### src/tomzc_pkg.sv
// Package for the TCP option MSS zero check block.
// Holds the word types, the parse state type and the phase, class and cause codes.
// Standalone: depends on nothing else.
package tomzc_pkg;

  // Parse phases.
  localparam logic [2:0] PH_KIND   = 3'd0;
  localparam logic [2:0] PH_LEN    = 3'd1;
  localparam logic [2:0] PH_SKIP   = 3'd2;
  localparam logic [2:0] PH_MSS_HI = 3'd3;
  localparam logic [2:0] PH_MSS_LO = 3'd4;

  // Option kind classes.
  localparam logic [1:0] CLS_OTHER = 2'd0;
  localparam logic [1:0] CLS_WS    = 2'd1;
  localparam logic [1:0] CLS_MSS   = 2'd2;

  // End causes; a nonzero stop code uses the same values.
  localparam logic [2:0] CAUSE_EXHAUSTED = 3'd0;
  localparam logic [2:0] CAUSE_END       = 3'd1;
  localparam logic [2:0] CAUSE_ZERO_LEN  = 3'd2;
  localparam logic [2:0] CAUSE_MSS_READ  = 3'd3;
  localparam logic [2:0] CAUSE_MSS_TRUNC = 3'd4;

  // Option kinds and lengths of interest.
  localparam logic [7:0] KIND_END = 8'd0;
  localparam logic [7:0] KIND_NOP = 8'd1;
  localparam logic [7:0] KIND_MSS = 8'd2;
  localparam logic [7:0] KIND_WS  = 8'd3;
  localparam logic [7:0] LEN_WS   = 8'd3;
  localparam logic [7:0] LEN_MSS  = 8'd4;

  typedef struct packed {
    logic [7:0] option_byte;
    logic       first_of_area;
    logic       last_of_area;
  } in_word_t;

  typedef struct packed {
    logic       mss_zero;
    logic [2:0] end_cause;
  } out_word_t;

  typedef struct packed {
    logic [2:0] parse_phase;
    logic [1:0] kind_class;
    logic [7:0] skip_count;
    logic [7:0] mss_high_byte;
    logic [2:0] stop_code;
    logic       zero_mss_flag;
  } parse_state_t;

  localparam parse_state_t STATE_INIT = '0;

endpackage

### src/tomzc_step.sv
// One parse step: next parse state and verdict for one options byte.
// Depends on tomzc_pkg.
module tomzc_step (
  input  tomzc_pkg::parse_state_t cur,
  input  tomzc_pkg::in_word_t     word,
  output tomzc_pkg::parse_state_t nxt,
  output tomzc_pkg::out_word_t    verdict
);
  import tomzc_pkg::*;

  parse_state_t base;
  parse_state_t walked;
  logic [7:0]   b;

  assign b = word.option_byte;

  always_comb begin
    base   = word.first_of_area ? STATE_INIT : cur;
    walked = base;
    if (base.stop_code == CAUSE_EXHAUSTED) begin
      unique case (base.parse_phase)
        PH_KIND: begin
          if (b == KIND_END) begin
            walked.stop_code = CAUSE_END;
          end else if (b != KIND_NOP) begin
            walked.kind_class  = (b == KIND_WS) ? CLS_WS :
                                 (b == KIND_MSS) ? CLS_MSS : CLS_OTHER;
            walked.parse_phase = PH_LEN;
          end
        end
        PH_LEN: begin
          if (base.kind_class == CLS_WS && b == LEN_WS) begin
            walked.skip_count  = 8'd1;
            walked.parse_phase = PH_SKIP;
          end else if (base.kind_class == CLS_MSS && b == LEN_MSS) begin
            walked.parse_phase = PH_MSS_HI;
          end else if (b == 8'd0) begin
            walked.stop_code = CAUSE_ZERO_LEN;
          end else if (b <= 8'd2) begin
            walked.parse_phase = PH_KIND;
          end else begin
            walked.skip_count  = b - 8'd2;
            walked.parse_phase = PH_SKIP;
          end
        end
        PH_SKIP: begin
          if (base.skip_count <= 8'd1) begin
            walked.skip_count  = 8'd0;
            walked.parse_phase = PH_KIND;
          end else begin
            walked.skip_count = base.skip_count - 8'd1;
          end
        end
        PH_MSS_HI: begin
          walked.mss_high_byte = b;
          walked.parse_phase   = PH_MSS_LO;
        end
        PH_MSS_LO: begin
          walked.zero_mss_flag = (base.mss_high_byte == 8'd0) && (b == 8'd0);
          walked.stop_code     = CAUSE_MSS_READ;
        end
        default: begin
          walked.parse_phase = PH_KIND;
        end
      endcase
    end

    // Verdict; only used when the byte closes the area.
    if (walked.stop_code != CAUSE_EXHAUSTED) begin
      verdict.end_cause = walked.stop_code;
    end else if (walked.parse_phase == PH_MSS_HI || walked.parse_phase == PH_MSS_LO) begin
      verdict.end_cause = CAUSE_MSS_TRUNC;
    end else begin
      verdict.end_cause = CAUSE_EXHAUSTED;
    end
    verdict.mss_zero = (verdict.end_cause == CAUSE_MSS_READ) && walked.zero_mss_flag;

    // Drop back to the initial state after a verdict.
    nxt = word.last_of_area ? STATE_INIT : walked;
  end

endmodule

### src/tcp_option_mss_zero_check_unit.sv
// Top level of the TCP option MSS zero check block.
// Depends on tomzc_pkg and tomzc_step.
//
//   channel   signals                          carries
//   --------  -------------------------------  ------------------------------------
//   in        in_valid, in_ready, in_data      one options byte plus area marks
//   out       out_valid, out_ready, out_data   mss_zero flag and end cause, per area
//
// One byte enters per cycle unless a closing byte waits for the output slot. A byte is held
// in the input register, walked through the single parse step and, if it closes the area,
// its verdict is loaded into the output register once the output slot is free.
// rst (synchronous) clears both valid bits and the parse state.
// A stalled out channel holds the verdict; the input register still advances bytes
// that do not close an area, and only a second verdict waits for the slot to free.
module tcp_option_mss_zero_check_unit (
  input  logic                 clk,
  input  logic                 rst,
  input  logic                 in_valid,
  output logic                 in_ready,
  input  tomzc_pkg::in_word_t  in_data,
  output logic                 out_valid,
  input  logic                 out_ready,
  output tomzc_pkg::out_word_t out_data
);
  import tomzc_pkg::*;

  logic         hold_valid;
  in_word_t     hold_word;
  parse_state_t state;
  parse_state_t state_next;
  out_word_t    verdict;
  logic         advance;
  logic         slot_free;

  // Walk the held byte against the current parse state.
  tomzc_step u_step (
    .cur     (state),
    .word    (hold_word),
    .nxt     (state_next),
    .verdict (verdict)
  );

  // A closing byte needs the output slot; any other byte moves on at once.
  assign slot_free = !out_valid || out_ready;
  assign advance   = hold_valid && (!hold_word.last_of_area || slot_free);
  assign in_ready  = !hold_valid || advance;

  // Input register.
  always_ff @(posedge clk) begin
    if (rst) begin
      hold_valid <= 1'b0;
    end else if (in_ready) begin
      hold_valid <= in_valid;
    end
    if (in_valid && in_ready) begin
      hold_word <= in_data;
    end
  end

  // Parse state: advance once per walked byte.
  always_ff @(posedge clk) begin
    if (rst) begin
      state <= STATE_INIT;
    end else if (advance) begin
      state <= state_next;
    end
  end

  // Output register.
  always_ff @(posedge clk) begin
    if (rst) begin
      out_valid <= 1'b0;
    end else if (advance && hold_word.last_of_area) begin
      out_valid <= 1'b1;
    end else if (out_ready) begin
      out_valid <= 1'b0;
    end
    if (advance && hold_word.last_of_area) begin
      out_data <= verdict;
    end
  end

  // The flag is set only on a completed MSS read.
  a_flag_cause: assert property (@(posedge clk) disable iff (rst)
    out_valid && out_data.mss_zero |-> out_data.end_cause == CAUSE_MSS_READ)
    else $error("mss_zero set with end cause other than MSS read");

  // No cause beyond MSS truncated is ever reported.
  a_cause_range: assert property (@(posedge clk) disable iff (rst)
    out_valid |-> out_data.end_cause <= CAUSE_MSS_TRUNC)
    else $error("end cause out of range");

  // A verdict returns the parser to its initial state.
  a_restart: assert property (@(posedge clk) disable iff (rst)
    advance && hold_word.last_of_area |=> state == STATE_INIT && out_valid)
    else $error("parser not restarted after verdict");

  // A waiting verdict is never overwritten.
  a_no_overrun: assert property (@(posedge clk) disable iff (rst)
    out_valid && !out_ready |-> !(advance && hold_word.last_of_area))
    else $error("verdict overwritten while waiting");

endmodule

### config.mk
export PLATFORM = sky130hd
export DESIGN_NAME = tcp_option_mss_zero_check_unit
export DESIGN_NICKNAME = d
export VERILOG_FILES = /design/src/tomzc_pkg.sv /design/src/tomzc_step.sv /design/src/tcp_option_mss_zero_check_unit.sv
export SDC_FILE = /design/constraint.sdc
export NUM_CORES = 1
export LEC_CHECK = 0
export CAP_MARGIN = 20
export CELL_PAD_IN_SITES_DETAIL_PLACEMENT = 1
export CELL_PAD_IN_SITES_GLOBAL_PLACEMENT = 1
export CORE_AREA = 2 2 94 96
export CTS_CLUSTER_SIZE = 14
export DETAILED_ROUTE_END_ITERATION = 10
export DIE_AREA = 0 0 96 98
export DONT_BUFFER_PORTS = 1
export GPL_TIMING_DRIVEN = 0
export PLACE_DENSITY = 0.61
export SLEW_MARGIN = 25
export SYNTH_ARGS = -nofsm -noshare
export SYNTH_HDL_FRONTEND = slang
export SYNTH_SLANG_ARGS = --single-unit
### constraint.sdc
create_clock -name clk -period 3.17 [get_ports clk]
set_input_delay 0.1585 -clock clk [delete_from_list [all_inputs] [get_ports clk]]
set_output_delay 0.1585 -clock clk [all_outputs]
set_load 0.005 [all_outputs]
==> flow_metrics.env <==
export IMPL_hold_slack_ns=0.03096
export IMPL_synthesis_area_per_instance_um2=9.124
export IMPL_cts_resized_gates=0
export IMPL_relSlewSlack_pct=39.99
export IMPL_fin_util_pct=33.21
export IMPL_synth_edf_count=14
export IMPL_leakagePower_nw=0.9098
export IMPL_cts_buffers=5
export IMPL_slowest_stage="edfxtp_1"
export IMPL_slowest_delay_ns=0.42
export IMPL_drt_pass1_iterations=4
export IMPL_fin_tns_setup_ns=0
export IMPL_cp_max_fo=10
export IMPL_post_cts_buffers=0
export IMPL_path_cells="buf_6 > inv_1 > buf_6 > nand2_1 > ha_1 > o211a_1 > a21bo_2 > buf_2 > nand2_1 > o221ai_1 > a221oi_2"
export IMPL_yosys_area_top_type="dfxtp_1"
export IMPL_syn_instance_count=267
export IMPL_fmax_mhz=391.8
export IMPL_layout_drive_gt1_share_pct=11.58
export IMPL_antenna_cells=0
export IMPL_fin_nets=301
export IMPL_synthesis_nets=284
export IMPL_track_usage_pct=16.82
export IMPL_dpl_hpwl_mm=5.405
export IMPL_viasPerCell=5.585
export IMPL_core_area_mm2=0.008466
export IMPL_num_rows=34
export IMPL_cts_tree="done"
export IMPL_drt_iter0_markers=175
export IMPL_dieArea_mm2=0.009408
export IMPL_crit_path_start_kind="flop"
export IMPL_peakVddDrop_uv=171.5
export IMPL_area_delta_synth_final_pct=15.41
export IMPL_crit_buf_inv=4
export IMPL_clock_path_buffers=2
export IMPL_totalWireLength_mm=7.367
export IMPL_die_x_um=96
export IMPL_ant_nets=0
export IMPL_fin_crit_sh_pct=80.51
export IMPL_post_drt_wl_per_cell_um=18.75
export IMPL_rsz0062_at_grt="false"
export IMPL_maxCapViolCount=0
export IMPL_htreeDepth=2
export IMPL_fin_skew_ns=0.009626
export IMPL_synth_area_leaders="dfxtp_1, edfxtp_1, nor2_1"
export IMPL_ys_ff_latch=41
export IMPL_clk_pin_slew_ns=0.08
export IMPL_io_pins=20
export IMPL_vias=2195
export IMPL_tightest_slew_ns=0.8876
export IMPL_power_total_w=0.001189
export IMPL_grt_start_max_net_pins=14
export IMPL_drc=0
export IMPL_crit_required_ns=3.39
export IMPL_fin_crit_ns=2.552
export IMPL_grt_pass1_wl_mm=12.26
export IMPL_crit_arrival_ns=2.77
export IMPL_finalHoldViolCount=0
export IMPL_cts_root_buffer="clkbuf_8"
export IMPL_globalplace_congestion=0.9207
export IMPL_grt_pass1_vias=2298
export IMPL_criticalPathCategory="flop to flop"
export IMPL_p_per_area_mw_per_mm2=422.8
export IMPL_synth_top_flop_cell="dfxtp_1"
export IMPL_outcome="finished, final reports clean"
export IMPL_setup_viol=0
export IMPL_cp_top_family="compound AO/OA/AOI/OAI gates"
export IMPL_synthTopCellsByCount="nor2_1, dfxtp_1, nand2_1"
export IMPL_grt_ovfl_total=0
export IMPL_antenna_found_initial=0
export IMPL_clkSinkCount=41
export IMPL_fp_dieH_um=98
export IMPL_synth_area_mm2=0.002436
export IMPL_portBuffers=0
export IMPL_yosysSeqAreaShare_pct=39.45
export IMPL_setup_worst_path_end_class="flop"
export IMPL_ys_types=70
export IMPL_async_flop_share_pct=0
export IMPL_clock_latency_ns=0.31
export IMPL_yosysWarnings=0
export IMPL_initial_core_util_pct=28.78
export IMPL_yosysMostFrequentCell="nor2_1"
export IMPL_final_max_slew_viol_count=0
export IMPL_synth_top_area_share_pct=22.19
export IMPL_hold_class="input port to flop"
[layout by cell type, fill, tap and decap left out, types with 3 or more instances in the layout]
cell type	synthesis	final
nor2_1	33	33
dfxtp_1	27	27
nand2_1	22	22
a21oi_1	18	18
edfxtp_1	14	14
o21ai_0	13	13
a22oi_1	13	13
nor3_1	12	12
dlygate4sd3_1	0	10
inv_1	8	8
clkbuf_8	2	7
clkbuf_1	6	6
buf_6	4	4
o22a_1	4	4
nor4_1	4	4
xnor2_1	4	4
nand3b_1	3	3
nand2b_1	3	3
nor4b_1	3	3
a21o_1	3	3
nand3_1	3	3
ha_1	3	3
[metrics by stage]
stage	area, um^2	cells	setup slack [ns]
3_5_place_dp	2571	375	0.6697
5_1_grt	2811	393	0.3928
2_1_floorplan	2436	267	0.9497
6_report	2811	393	0.6179
3_3_place_gp	2571	375	0.6606
4_1_cts	2805	393	0.6380
[flip-flops by register name, summed over array words and instances, names as in the netlist]
register,flops
state,25
hold_valid,1
out_data,4
hold_word,10
out_valid,1
[path summary, 6_finish.rpt]
kind                      from         end  slack [ns]  cells after the start
hold reg to reg      state[21]   state[21]        0.48                      2
setup reg to reg  hold_word[1]   state[17]        0.62                     11
hold / removal        in_valid  hold_valid        0.03                      2
setup / recovery  hold_word[1]   state[17]        0.62                     11
[final cells by class]
type                       count  area (um^2)
tap                          108        135.1
multi-input combinational    204         1344
inverter                       8        30.03
timing repair buffer          10        100.1
buffer                        14        107.6
clock inverter                 3        65.06
sequential                    41        960.9
fill                         969         5654
clock buffer                   5        68.82
[timing repair]
item / 4_1_cts / 5_1_grt
hold buffers: 10 / 0
setup endpoints to repair: 0 / 0
endpoints found under the hold margin: 10 / 0
[routing by layer]
metal  track usage, %  part of all wire [%]  vias to the layer above
met4            5.165                   1.5                        0
met5                0                     0                        -
met1            22.86                    46                     1086
li1                 -                     -                     1049
met3            3.472                   4.2                       10
met2            26.66                    48                       50
[report_power, final]
group          internal (W)  switching [W]
Clock              0.000313       0.000206
Sequential         0.000554      0.0000136
Combinational     0.0000388      0.0000639
Total              0.000905       0.000283
[cell families (layout without fill, tap and decap cells)]
family                     count (synthesis)  after routing  synth area share [%]
and+or+nand+nor                          105            105                 23.11
xor gates and xnor gates                   6              6                 2.157
adders and majority gates                  3              3                 1.541
muxes                                      2              2                0.8731
DFF                                       41             41                 39.45
buffers and inverters                     22             40                 5.650
AOI/OAI and AO/OA                         88             88                 27.22
Note: power is estimated with default switching activity, not from simulation.
